File: config.mk
export PLATFORM = sky130hd
export DESIGN_NAME = nearest_medoid_top2_core
export DESIGN_NICKNAME = d
export VERILOG_FILES = /design/src/hw/rtl/nmt2_pkg.sv /design/src/hw/rtl/nmt2_isqrt.sv /design/src/hw/rtl/nmt2_dp.sv /design/src/hw/rtl/nmt2_ctrl.sv /design/src/hw/rtl/nearest_medoid_top2_core.sv
export SDC_FILE = /design/constraint.sdc
export NUM_CORES = 2
export LEC_CHECK = 0
export BUFFER_PORTS_ARGS = -buffer_cell sky130_fd_sc_hd__buf_4
export CORE_ASPECT_RATIO = 2
export CORE_MARGIN = 5
export CORE_UTILIZATION = 60
export DETAILED_ROUTE_END_ITERATION = 12
export GPL_ROUTABILITY_DRIVEN = 0
export PLACE_DENSITY_LB_ADDON = 0.08
export SYNTH_ARGS = -nofsm -noshare
export SYNTH_HDL_FRONTEND = slang
export SYNTH_SLANG_ARGS = --single-unit
File: constraint.sdc
create_clock -name clk_i -period 15.7 [get_ports clk_i]
set_clock_uncertainty 0.1 [all_clocks]
set_input_delay 3.14 -clock clk_i [delete_from_list [all_inputs] [get_ports clk_i]]
set_output_delay 3.14 -clock clk_i [all_outputs]
set_load 0.01 [all_outputs]
File: src/hw/rtl/nmt2_pkg.sv
package nmt2_pkg;

  localparam int MaxMedoids = 16;
  localparam int DistW      = 40;
  localparam int IdxW       = 4;
  localparam int RootW      = 21;
  localparam int PaddrW     = 3;

  localparam logic [IdxW-1:0]  IdxTop  = '1;
  localparam logic [IdxW-1:0]  IdxCap  = (MaxMedoids - 1 > 15) ? IdxTop : IdxW'(MaxMedoids - 1);
  localparam logic [DistW-1:0] DistMax = '1;

  // register index, taken from paddr[2]
  localparam logic RegMetric = 1'b0;

  typedef enum logic [1:0] {
    MetManhattan = 2'd0,
    MetLinf      = 2'd1,
    MetEuclid    = 2'd2,
    MetGiven     = 2'd3
  } metric_e;

  typedef struct packed {
    logic signed [15:0] point_coord;
    logic signed [15:0] medoid_coord;
    logic [31:0]        given_distance;
    logic               last_dim;
    logic               last_medoid;
  } in_item_t;

  typedef struct packed {
    logic [DistW-1:0] best_distance;
    logic [DistW-1:0] second_distance;
    logic             second_valid;
    logic [IdxW-1:0]  best_medoid;
  } out_item_t;

  typedef struct packed {
    logic accum_en;
    logic rank_en;
    logic sqrt_start;
    logic sqrt_sel;    // 0: best, 1: second
    logic cap_best;
    logic cap_second;
    logic emit;
  } dp_cmd_t;

  typedef struct packed {
    logic sqrt_done;
    logic out_free;
    logic euclid;
  } dp_sts_t;

endpackage

File: src/hw/rtl/nmt2_isqrt.sv
module nmt2_isqrt (
  input  logic                       clk_i,
  input  logic                       rst_ni,
  input  logic                       start_i,
  input  logic [nmt2_pkg::DistW-1:0] value_i,
  output logic                       done_o,
  output logic [nmt2_pkg::RootW-1:0] root_o
);
  import nmt2_pkg::*;

  // bit-pair restoring square root, one result bit per cycle
  logic             busy_q, busy_d;
  logic             done_q, done_d;
  logic [DistW:0]   rem_q, rem_d;
  logic [DistW:0]   res_q, res_d;
  logic [DistW:0]   bit_q, bit_d;
  logic [DistW+1:0] trial;

  always_comb begin
    trial  = {1'b0, res_q} + {1'b0, bit_q};
    busy_d = busy_q;
    done_d = 1'b0;
    rem_d  = rem_q;
    res_d  = res_q;
    bit_d  = bit_q;
    if (start_i) begin
      busy_d = 1'b1;
      rem_d  = {1'b0, value_i};
      res_d  = '0;
      bit_d  = {1'b1, {DistW{1'b0}}};
    end else if (busy_q) begin
      if ({1'b0, rem_q} >= trial) begin
        rem_d = rem_q - trial[DistW:0];
        res_d = (res_q >> 1) + bit_q;
      end else begin
        res_d = res_q >> 1;
      end
      bit_d = bit_q >> 2;
      if (bit_q[0]) begin
        busy_d = 1'b0;
        done_d = 1'b1;
      end
    end
  end

  always_ff @(posedge clk_i or negedge rst_ni) begin
    if (!rst_ni) begin
      busy_q <= 1'b0;
      done_q <= 1'b0;
    end else begin
      busy_q <= busy_d;
      done_q <= done_d;
    end
  end

  always_ff @(posedge clk_i) begin
    rem_q <= rem_d;
    res_q <= res_d;
    bit_q <= bit_d;
  end

  assign done_o = done_q;
  assign root_o = res_q[RootW-1:0];

endmodule

File: src/hw/rtl/nmt2_dp.sv
module nmt2_dp (
  input  logic                  clk_i,
  input  logic                  rst_ni,
  input  nmt2_pkg::metric_e     metric_i,
  input  nmt2_pkg::in_item_t    in_data_i,
  input  nmt2_pkg::dp_cmd_t     cmd_i,
  output nmt2_pkg::dp_sts_t     sts_o,
  input  logic                  out_stall_i,
  output logic                  out_valid_o,
  output nmt2_pkg::out_item_t   out_data_o
);
  import nmt2_pkg::*;

  logic [DistW-1:0] dist_q, dist_d;
  logic [DistW-1:0] best_q, best_d;
  logic [DistW-1:0] second_q, second_d;
  logic [IdxW-1:0]  idx_q, idx_d;
  logic [IdxW-1:0]  cnt_q, cnt_d;
  logic [RootW-1:0] root_b_q, root_s_q;
  logic             out_valid_q, out_valid_d;
  out_item_t        out_q, out_d;

  logic signed [16:0] diff;
  logic [15:0]        abs_d;
  logic [31:0]        sq;
  logic [31:0]        addend;
  logic [DistW:0]     add_sum;
  logic [DistW-1:0]   sat_sum;
  logic [DistW-1:0]   term_next;
  logic               two;

  logic             sqrt_done;
  logic [RootW-1:0] root;

  nmt2_isqrt u_isqrt (
    .clk_i   (clk_i),
    .rst_ni  (rst_ni),
    .start_i (cmd_i.sqrt_start),
    .value_i (cmd_i.sqrt_sel ? second_q : best_q),
    .done_o  (sqrt_done),
    .root_o  (root)
  );

  always_comb begin
    diff    = {in_data_i.point_coord[15], in_data_i.point_coord}
            - {in_data_i.medoid_coord[15], in_data_i.medoid_coord};
    abs_d   = diff[16] ? 16'(-diff) : diff[15:0];
    sq      = abs_d * abs_d;
    addend  = (metric_i == MetEuclid) ? sq : 32'(abs_d);
    add_sum = {1'b0, dist_q} + (DistW + 1)'(addend);
    sat_sum = add_sum[DistW] ? DistMax : add_sum[DistW-1:0];
    case (metric_i)
      MetManhattan: term_next = sat_sum;
      MetLinf:      term_next = (DistW'(abs_d) > dist_q) ? DistW'(abs_d) : dist_q;
      MetEuclid:    term_next = sat_sum;
      MetGiven:     term_next = DistW'(in_data_i.given_distance);
      default:      term_next = dist_q;
    endcase
  end

  always_comb begin
    dist_d      = dist_q;
    best_d      = best_q;
    second_d    = second_q;
    idx_d       = idx_q;
    cnt_d       = cnt_q;
    out_valid_d = out_valid_q && out_stall_i;
    out_d       = out_q;
    two         = cnt_q >= IdxW'(2);

    if (cmd_i.accum_en) begin
      dist_d = term_next;
    end
    if (cmd_i.rank_en) begin
      if (dist_q < best_q) begin
        second_d = best_q;
        best_d   = dist_q;
        idx_d    = cnt_q;
      end else if (dist_q < second_q) begin
        second_d = dist_q;
      end
      if (cnt_q != IdxTop) begin
        cnt_d = cnt_q + 1'b1;
      end
      dist_d = '0;
    end
    if (cmd_i.emit) begin
      out_valid_d               = 1'b1;
      out_d.best_distance       = (metric_i == MetEuclid) ? DistW'(root_b_q) : best_q;
      out_d.second_distance     = !two ? DistMax
                                : (metric_i == MetEuclid) ? DistW'(root_s_q) : second_q;
      out_d.second_valid        = two;
      out_d.best_medoid         = (idx_q > IdxCap) ? IdxCap : idx_q;
      best_d                    = DistMax;
      second_d                  = DistMax;
      idx_d                     = '0;
      cnt_d                     = '0;
      dist_d                    = '0;
    end
  end

  always_ff @(posedge clk_i or negedge rst_ni) begin
    if (!rst_ni) begin
      dist_q      <= '0;
      best_q      <= DistMax;
      second_q    <= DistMax;
      idx_q       <= '0;
      cnt_q       <= '0;
      out_valid_q <= 1'b0;
    end else begin
      dist_q      <= dist_d;
      best_q      <= best_d;
      second_q    <= second_d;
      idx_q       <= idx_d;
      cnt_q       <= cnt_d;
      out_valid_q <= out_valid_d;
    end
  end

  always_ff @(posedge clk_i) begin
    out_q <= out_d;
    if (cmd_i.cap_best) begin
      root_b_q <= root;
    end
    if (cmd_i.cap_second) begin
      root_s_q <= root;
    end
  end

  assign sts_o.sqrt_done = sqrt_done;
  assign sts_o.out_free  = !out_valid_q || !out_stall_i;
  assign sts_o.euclid    = (metric_i == MetEuclid);
  assign out_valid_o     = out_valid_q;
  assign out_data_o      = out_q;

endmodule

File: src/hw/rtl/nmt2_ctrl.sv
module nmt2_ctrl (
  input  logic                clk_i,
  input  logic                rst_ni,
  input  logic                in_valid_i,
  input  logic                last_dim_i,
  input  logic                last_medoid_i,
  output logic                in_stall_o,
  input  nmt2_pkg::dp_sts_t   sts_i,
  output nmt2_pkg::dp_cmd_t   cmd_o
);
  import nmt2_pkg::*;

  localparam logic [2:0] StRun  = 3'd0;
  localparam logic [2:0] StRank = 3'd1;
  localparam logic [2:0] StSqb  = 3'd2;
  localparam logic [2:0] StSqs  = 3'd3;
  localparam logic [2:0] StEmit = 3'd4;

  logic [2:0] state_q, state_d;
  logic       lmed_q, lmed_d;

  always_comb begin
    state_d = state_q;
    lmed_d  = lmed_q;
    cmd_o   = '0;
    case (state_q)
      StRun: begin
        if (in_valid_i) begin
          cmd_o.accum_en = 1'b1;
          if (last_dim_i) begin
            lmed_d  = last_medoid_i;
            state_d = StRank;
          end
        end
      end
      StRank: begin
        cmd_o.rank_en = 1'b1;
        if (!lmed_q) begin
          state_d = StRun;
        end else if (sts_i.euclid) begin
          // root is taken from the ranked sums, so the root unit starts in StSqb after ranking
          state_d = StSqb;
          cmd_o.sqrt_start = 1'b0;
        end else begin
          state_d = StEmit;
        end
      end
      StSqb: begin
        if (!sts_i.sqrt_done && lmed_q) begin
          cmd_o.sqrt_start = 1'b1;
          lmed_d           = 1'b0;
        end else if (sts_i.sqrt_done) begin
          cmd_o.cap_best   = 1'b1;
          cmd_o.sqrt_start = 1'b1;
          cmd_o.sqrt_sel   = 1'b1;
          state_d          = StSqs;
        end
      end
      StSqs: begin
        cmd_o.sqrt_sel = 1'b1;
        if (sts_i.sqrt_done) begin
          cmd_o.cap_second = 1'b1;
          state_d          = StEmit;
        end
      end
      StEmit: begin
        if (sts_i.out_free) begin
          cmd_o.emit = 1'b1;
          state_d    = StRun;
        end
      end
      default: state_d = StRun;
    endcase
  end

  always_ff @(posedge clk_i or negedge rst_ni) begin
    if (!rst_ni) begin
      state_q <= StRun;
      lmed_q  <= 1'b0;
    end else begin
      state_q <= state_d;
      lmed_q  <= lmed_d;
    end
  end

  assign in_stall_o = (state_q != StRun);

endmodule

File: src/hw/rtl/nearest_medoid_top2_core.sv
// Throughput: one item per cycle while a medoid's dimensions stream in.
// The last item of each medoid is followed by a ranking state (input stalled).
// At the point's end the result is registered from the emit state once the output
// is free; for Euclidean both roots come first (one iterative root unit, run twice).
// Reset (async, active low) clears the metric to Manhattan and the per-point state.
module nearest_medoid_top2_core (
  input  logic                        clk_i,
  input  logic                        rst_ni,
  input  logic                        in_valid_i,
  output logic                        in_stall_o,
  input  nmt2_pkg::in_item_t          in_data_i,
  output logic                        out_valid_o,
  input  logic                        out_stall_i,
  output nmt2_pkg::out_item_t         out_data_o,
  input  logic                        psel,
  input  logic                        penable,
  input  logic                        pwrite,
  input  logic [nmt2_pkg::PaddrW-1:0] paddr,
  input  logic [31:0]                 pwdata,
  output logic [31:0]                 prdata,
  output logic                        pready
);
  import nmt2_pkg::*;

  metric_e metric_q;
  dp_cmd_t cmd;
  dp_sts_t sts;

  always_ff @(posedge clk_i or negedge rst_ni) begin
    if (!rst_ni) begin
      metric_q <= MetManhattan;
    end else if (psel && penable && pwrite && (paddr[2] == RegMetric)) begin
      metric_q <= metric_e'(pwdata[1:0]);
    end
  end

  assign pready = 1'b1;
  assign prdata = (paddr[2] == RegMetric) ? 32'(metric_q) : '0;

  nmt2_ctrl u_ctrl (
    .clk_i         (clk_i),
    .rst_ni        (rst_ni),
    .in_valid_i    (in_valid_i),
    .last_dim_i    (in_data_i.last_dim),
    .last_medoid_i (in_data_i.last_medoid),
    .in_stall_o    (in_stall_o),
    .sts_i         (sts),
    .cmd_o         (cmd)
  );

  nmt2_dp u_dp (
    .clk_i       (clk_i),
    .rst_ni      (rst_ni),
    .metric_i    (metric_q),
    .in_data_i   (in_data_i),
    .cmd_i       (cmd),
    .sts_o       (sts),
    .out_stall_i (out_stall_i),
    .out_valid_o (out_valid_o),
    .out_data_o  (out_data_o)
  );

endmodule

Yosys cells after proc, flatten, opt, wreduce, memory -nomap -nowiden
Cells that the tools add are included.
W data, S select, Z words.
- order comparisons: 6
- multipliers: 1
- equal/unequal tests: 16
- muxes and demuxes: 62
- bitwise gates (word level): 1
- reduce and logical (&&, ||, !) cells: 29
- add/subtract/negate cells: 7
- operator list (operator ; number):
    $mux W40 ; 17
    $pmux W40 S3 ; 1
    $lt A40 B40 Y1 ; 2
    $add A41 B41 Y42 ; 1
    $ge A41 B42 Y1 ; 1
    $add A40 B32 Y41 ; 1
    $add A40 B41 Y41 ; 1
    $mux W41 ; 1
    $sub A41 B41 Y41 ; 1
    $gt A16 B40 Y1 ; 1
    $mul A16 B16 Y32 ; 1
    $mux W32 ; 1
    $mux W3 ; 9
    $mux W4 ; 6
    $mux W21 ; 1
    $mux W1 ; 20
    $sub A16 B16 Y17 ; 1
    $mux W16 ; 1
    $neg A16 Y16 ; 1
    $pmux W3 S5 ; 1
    $reduce_and A2 Y1 ; 6
    $reduce_bool A2 Y1 ; 6
    $reduce_bool A3 Y1 ; 3
    $ne A2 B2 Y1 const B ; 4
    other kinds (22) ; 34
- flip-flop bits (word level): 367
- logic and storage cells: 144

Logic depth before layout (Yosys ltp)
- word-level depth: 11
- depth in mapped cells: 51

By module
Synthesis repeated with hierarchy kept, for this count alone.
- cells, all modules: 3811
- area total of the unflattened synthesis: 33821.2 um^2
- by module, submodules not included (module ; instances ; cells each ; area an instance (um^2) ; sequential area each (um^2)):
    nmt2_dp ; 1 ; 2609 ; 24001.8 ; 7141.8
    nmt2_isqrt ; 1 ; 1122 ; 9151.3 ; 2512.4
    nearest_medoid_top2_core ; 1 ; 40 ; 361.6 ; 50.0
    nmt2_ctrl ; 1 ; 40 ; 306.5 ; 100.1

Worst setup path before layout
No wires, ideal clock.
- path kind: input-to-reg
- start point: input in_data_i[36] (netlist name)
- end point: register u_dp.dist_q[16]
- buffers on the path: 3
- required time: 15.478 ns
- path slack: 1.234 ns
- setup time: 0.122 ns
- arrival: 14.244 ns
- stages on the path: 47
- cell sequence: inv_1 ha_1 nor2b_1 o31a_1 o22ai_4 o211ai_1 and3_1 nor2_1 clkbuf_1 o21ai_0 xor2_1 inv_2 clkbuf_1 nand2_1 fa_1 inv_1 fa_1 fa_1 [... 11 more ...] a31o_2 a21oi_1 o21bai_1 a21oi_1 xor2_1 nor2_1 ha_1 a21o_1 a21o_1 a21o_1 a21oi_1 nor2b_1 a311oi_1 a31oi_1 a21oi_1 clkbuf_1 nand2_1 a32o_1
- word-level cells in the longest chain between the ends: 11
- ends and longest elaborated chain (element ; line ; text):
    from (decl) ; nearest_medoid_top2_core.sv:11 ; input nmt2_pkg::in_item_t in_data_i,
    $sub A16 B16 Y17 * ; nmt2_dp.sv:46 ; - {in_data_i.medoid_coord[15], in_data_i.medoid_coord};
    $neg A16 Y16 ; nmt2_dp.sv:47 ; abs_d = diff[16] ? 16'(-diff) : diff[15:0];
    $mux W16 * ; nmt2_dp.sv:47 ;
    $mul A16 B16 Y32 ; nmt2_dp.sv:48 ; sq = abs_d * abs_d;
    $mux W32 ; nmt2_dp.sv:49 ; addend = (metric_i == MetEuclid) ? sq : 32'(abs_d);
    $add A40 B32 Y41 ; nmt2_dp.sv:50 ; add_sum = {1'b0, dist_q} + (DistW + 1)'(addend);
    $mux W40 ; nmt2_dp.sv:51 ; sat_sum = add_sum[DistW] ? DistMax : add_sum[DistW-1:0];
    $pmux W40 S3 ; nmt2_dp.sv:52 ; case (metric_i)
    $mux W40 ; nmt2_dp.sv:71 ; if (cmd_i.accum_en) begin
    $mux W40 ; nmt2_dp.sv:74 ; if (cmd_i.rank_en) begin
    $mux W40 ; nmt2_dp.sv:87 ; if (cmd_i.emit) begin
    to (signal assigned) ; nmt2_dp.sv:111 ; dist_q <= dist_d;
    to (decl) ; nmt2_dp.sv:14 ; logic [DistW-1:0] dist_q, dist_d;
Mark *: on every way between the ends. The rest lies on a longest branch, timed or not. The select of a mux whose other input is x is not followed.
A chain may end at the register's enable or synchronous reset.

Final worst setup path
- start point: input in_data_i[50] (netlist name)
- end point: register u_dp.dist_q[2]
The elaborated chain is that of the path after synthesis.

==> flow_summary.json <==
{
  "yosys.area_share.adder_pct": 22.8,
  "synthMuxAreaShare_pct": 4.44,
  "cts_root_buffer": "clkbuf_16",
  "seq_area_frac_synth_pct": 30.3,
  "placed_cells": 4324,
  "synth_top_cell_area_share_pct": 15.5,
  "hold_class": "flop to flop",
  "synth_area_leaders": "edfxtp_1 15%, ha_1 13%, fa_1 10%",
  "maxCapViolCount": 0,
  "fillers": 4350,
  "cp_max_fo": 18,
  "coreArea_sq_um": 53500,
  "io_pins": 228,
  "mostFrequentLayoutCells": "390 x inv_1, 361 x nor2_1, 327 x ha_1, 304 x nand2_1, 217 x buf_4",
  "required_ps": 16040,
  "rsz0062_at_grt": "false",
  "critical_path.startpoint": "in_data_i[50]",
  "nets": 4289,
  "synth-seq-cells": 367,
  "tns_ps": 0,
  "port_buffers": 164,
  "antenna_left": 0,
  "htree_levels": 2,
  "met3WireLength_microns": 4480,
  "finalMaxSlewViolations": 0,
  "area_delta_synth_final_pct": 9.90,
  "postSynth.asyncResetShare_pct": 37.3,
  "setup_viol": 0,
  "postSynthCellCount": 3582,
  "dieArea_sq_um": 59000,
  "timing.rr.start": "u_dp.u_isqrt.bit_q[0]$_SDFFE_PP0P_",
  "min_period_over_period_pct": 94.1,
  "grt_pass1_vias": 28600,
  "via_count": 27200,
  "wl_met1_microns": 32900,
  "start_kind": "primary input",
  "regArea_sq_um": 9810,
  "drc": 0,
  "gr-usage-all-layers_pct": 30.9,
  "cts_resized": 0,
  "grt_first_pass_wirelength_microns": 147000,
  "antenna_found_initial": 1,
  "yosys.area_share.simple_pct": 12.9,
  "layout-drive-gt1-share_pct": 11.1,
  "worstMarginPinSlew_ps": 1060,
  "yosysTopAreaCell": "edfxtp_1",
  "synth_ff_type": "edfxtp_1",
  "row_count": 120,
  "yosysWarningCount": 0,
  "path_clk_slew_ps": 70,
  "netlist_area_sq_um": 32400,
  "cts_setup_buffers": 0,
  "critical_path_cell_count": 48,
  "min_period_ps": 14780,
  "highest_layer": "met5",
  "dp_hpwl_microns": 73100,
  "cts_buffers": 35,
  "synthXorXnorAreaFrac_pct": 4.83,
  "dr_wl_met2_microns": 49000,
  "drtPass1Iterations": 6,
  "synth_compound_area_share_pct": 17.6,
  "start_util_pct": 60.5,
  "post_drt_wl_per_cell_microns": 21.3,
  "first_iter_violations": 2013,
  "cts_num_sinks": 367,
  "outcome": "complete, no violations",
  "hold_viol_final": 0,
  "cp-end-kind": "flop",
  "holdBufCountCts": 0,
  "slowest_delay_ps": 730,
  "synth_cell_type_count": 88,
  "slew_headroom_pct": 28.5,
  "fin_cells": 4387,
  "clockBufferDepth": 3,
  "rr_worst_depth": 21,
  "die_w_microns": 174,
  "crit_type": "primary input to flop",
  "grt_start_max_net_pins": 114,
  "synth-edff-count": 167,
  "routed_wl_microns": 93600,
  "clock_latency_ps": 550,
  "n_antenna_cell": 0,
  "setup.worst_path.end": "u_dp.dist_q[2]$_DFFE_PN0P_",
  "crit_slowest_cell": "nor2_1",
  "grt_overflow": 0,
  "synth_area_per_cell_sq_um": 9.03,
  "tritoncts": "done",
  "critPathBufInv": 8,
  "synth_top_family_by_area": "adder cells",
  "crit_top_cell": "fa_1",
  "r2r_slack_ps": 8440,
  "crit_arrival_ps": 15110,
  "reg2reg_to": "u_dp.u_isqrt.rem_q[1]$_DFFE_PP_",
  "max_freq_mhz": 67.7,
  "final_util_pct": 66.5,
  "multi_input_area_sq_um": 20400,
  "die_y_microns": 338,
  "layout_commonest_cell": "inv_1",
  "viasPerCell": 6.19,
  "cp_top_family": "compound AO/OA/AOI/OAI gates"
}
## per-stage QoR
| stage | hold WS, ps | area, sq um | setup slack, ps |
|---|---|---|---|
| global placement | 335 | 34300 | 734 |
| CTS | 349 | 35600 | 971 |
| floorplan | 325 | 32500 | 1230 |
| detailed placement | 343 | 34300 | 443 |
| global route | 359 | 35600 | 248 |
| finish | 349 | 35600 | 925 |
## synth_stat cells (53+ instances only)
library cell and instances:
mux2i_1 139, edfxtp_1 167, nand2_1 305, clkbuf_1 131, dfxtp_1 63, o21ai_0 210, xnor2_1 88, nor3_1 53
fa_1 164, dfstp_2 80, ha_1 327, nor2_1 362, inv_1 390, a31oi_1 77, xor2_1 85, dfrtp_1 57
a21oi_1 193, a21o_1 79
## cells by family (layout without fill, tap and decap cells)
logic type / after synthesis / in the layout
buf+inv: 581 / 686
flops: 367 / 367
xor+xnor: 176 / 176
compound gates: 878 / 878
mux: 143 / 143
fa+ha+maj: 491 / 491
simple gates: 944 / 944
other cells: 2 / 31
## flip-flops by register name, summed over array words and instances (netlist names), 3 cells and up
register	flops
u_dp.root_b_q	21
u_dp.out_data_o	85
u_dp.root_s_q	21
u_ctrl.state_q	3
u_dp.u_isqrt.bit_q	21
u_dp.u_isqrt.res_q	41
u_dp.dist_q	40
u_dp.best_q	40
u_dp.idx_q	4
u_dp.second_q	40
u_dp.u_isqrt.rem_q	41
u_dp.cnt_q	4
## area by class of cell
| class | instances | share of cell area [%] |
|---|---|---|
| inverter | 402 | 4.26 |
| multi-input combinational | 2663 | 57.4 |
| clock inverter | 17 | 0.654 |
| clock buffer | 46 | 2.97 |
| timing repair buffer | 221 | 4.78 |
| sequential | 367 | 27.6 |
| tap | 671 | 2.36 |
## worst min path at each step
stage                                   start                      endpoint  slack (ps)  cells past startpoint
global placement    u_dp.idx_q[1]$_DFFE_PN0P_  u_dp.out_data_o[1]$_DFFE_PP_         330                      0
finish              u_dp.idx_q[0]$_DFFE_PN0P_  u_dp.out_data_o[0]$_DFFE_PP_         350                      0
detailed placement  u_dp.idx_q[3]$_DFFE_PN0P_  u_dp.out_data_o[3]$_DFFE_PP_         340                      0
floorplan           u_dp.idx_q[0]$_DFFE_PN0P_  u_dp.out_data_o[0]$_DFFE_PP_         320                      0
CTS                 u_dp.idx_q[0]$_DFFE_PN0P_  u_dp.out_data_o[0]$_DFFE_PP_         350                      0
global route        u_dp.idx_q[0]$_DFFE_PN0P_  u_dp.out_data_o[0]$_DFFE_PP_         360                      0
## metal layers
metal,vias to the layer above,GRT usage [%]
li1,12700,-
met3,377,2.79
met1,13100,32.9
met4,2,20.1
met2,973,57.5
met5,-,0
## worst register-to-register path: stages, from the launching register on
cell and delay [ps]:
dfxtp_1 430, ha_1 300, ha_1 220, a21oi_1 210, o21bai_1 120, a31o_2 270, a31oi_1 390, o2111ai_1 350
a31o_2 350, and3_1 190, o21ai_0 190, xor2_1 140, ha_1 420, and4_1 230, and3_1 200, nand4_1 300
nor3_1 600, a31o_2 300, o221a_2 700, nand2_1 260, nand2_1 130, buf_4 460
Power is left out: the tool's default activity adds up to more than one toggle a clock period on the data nets, which glitch-free logic cannot reach.
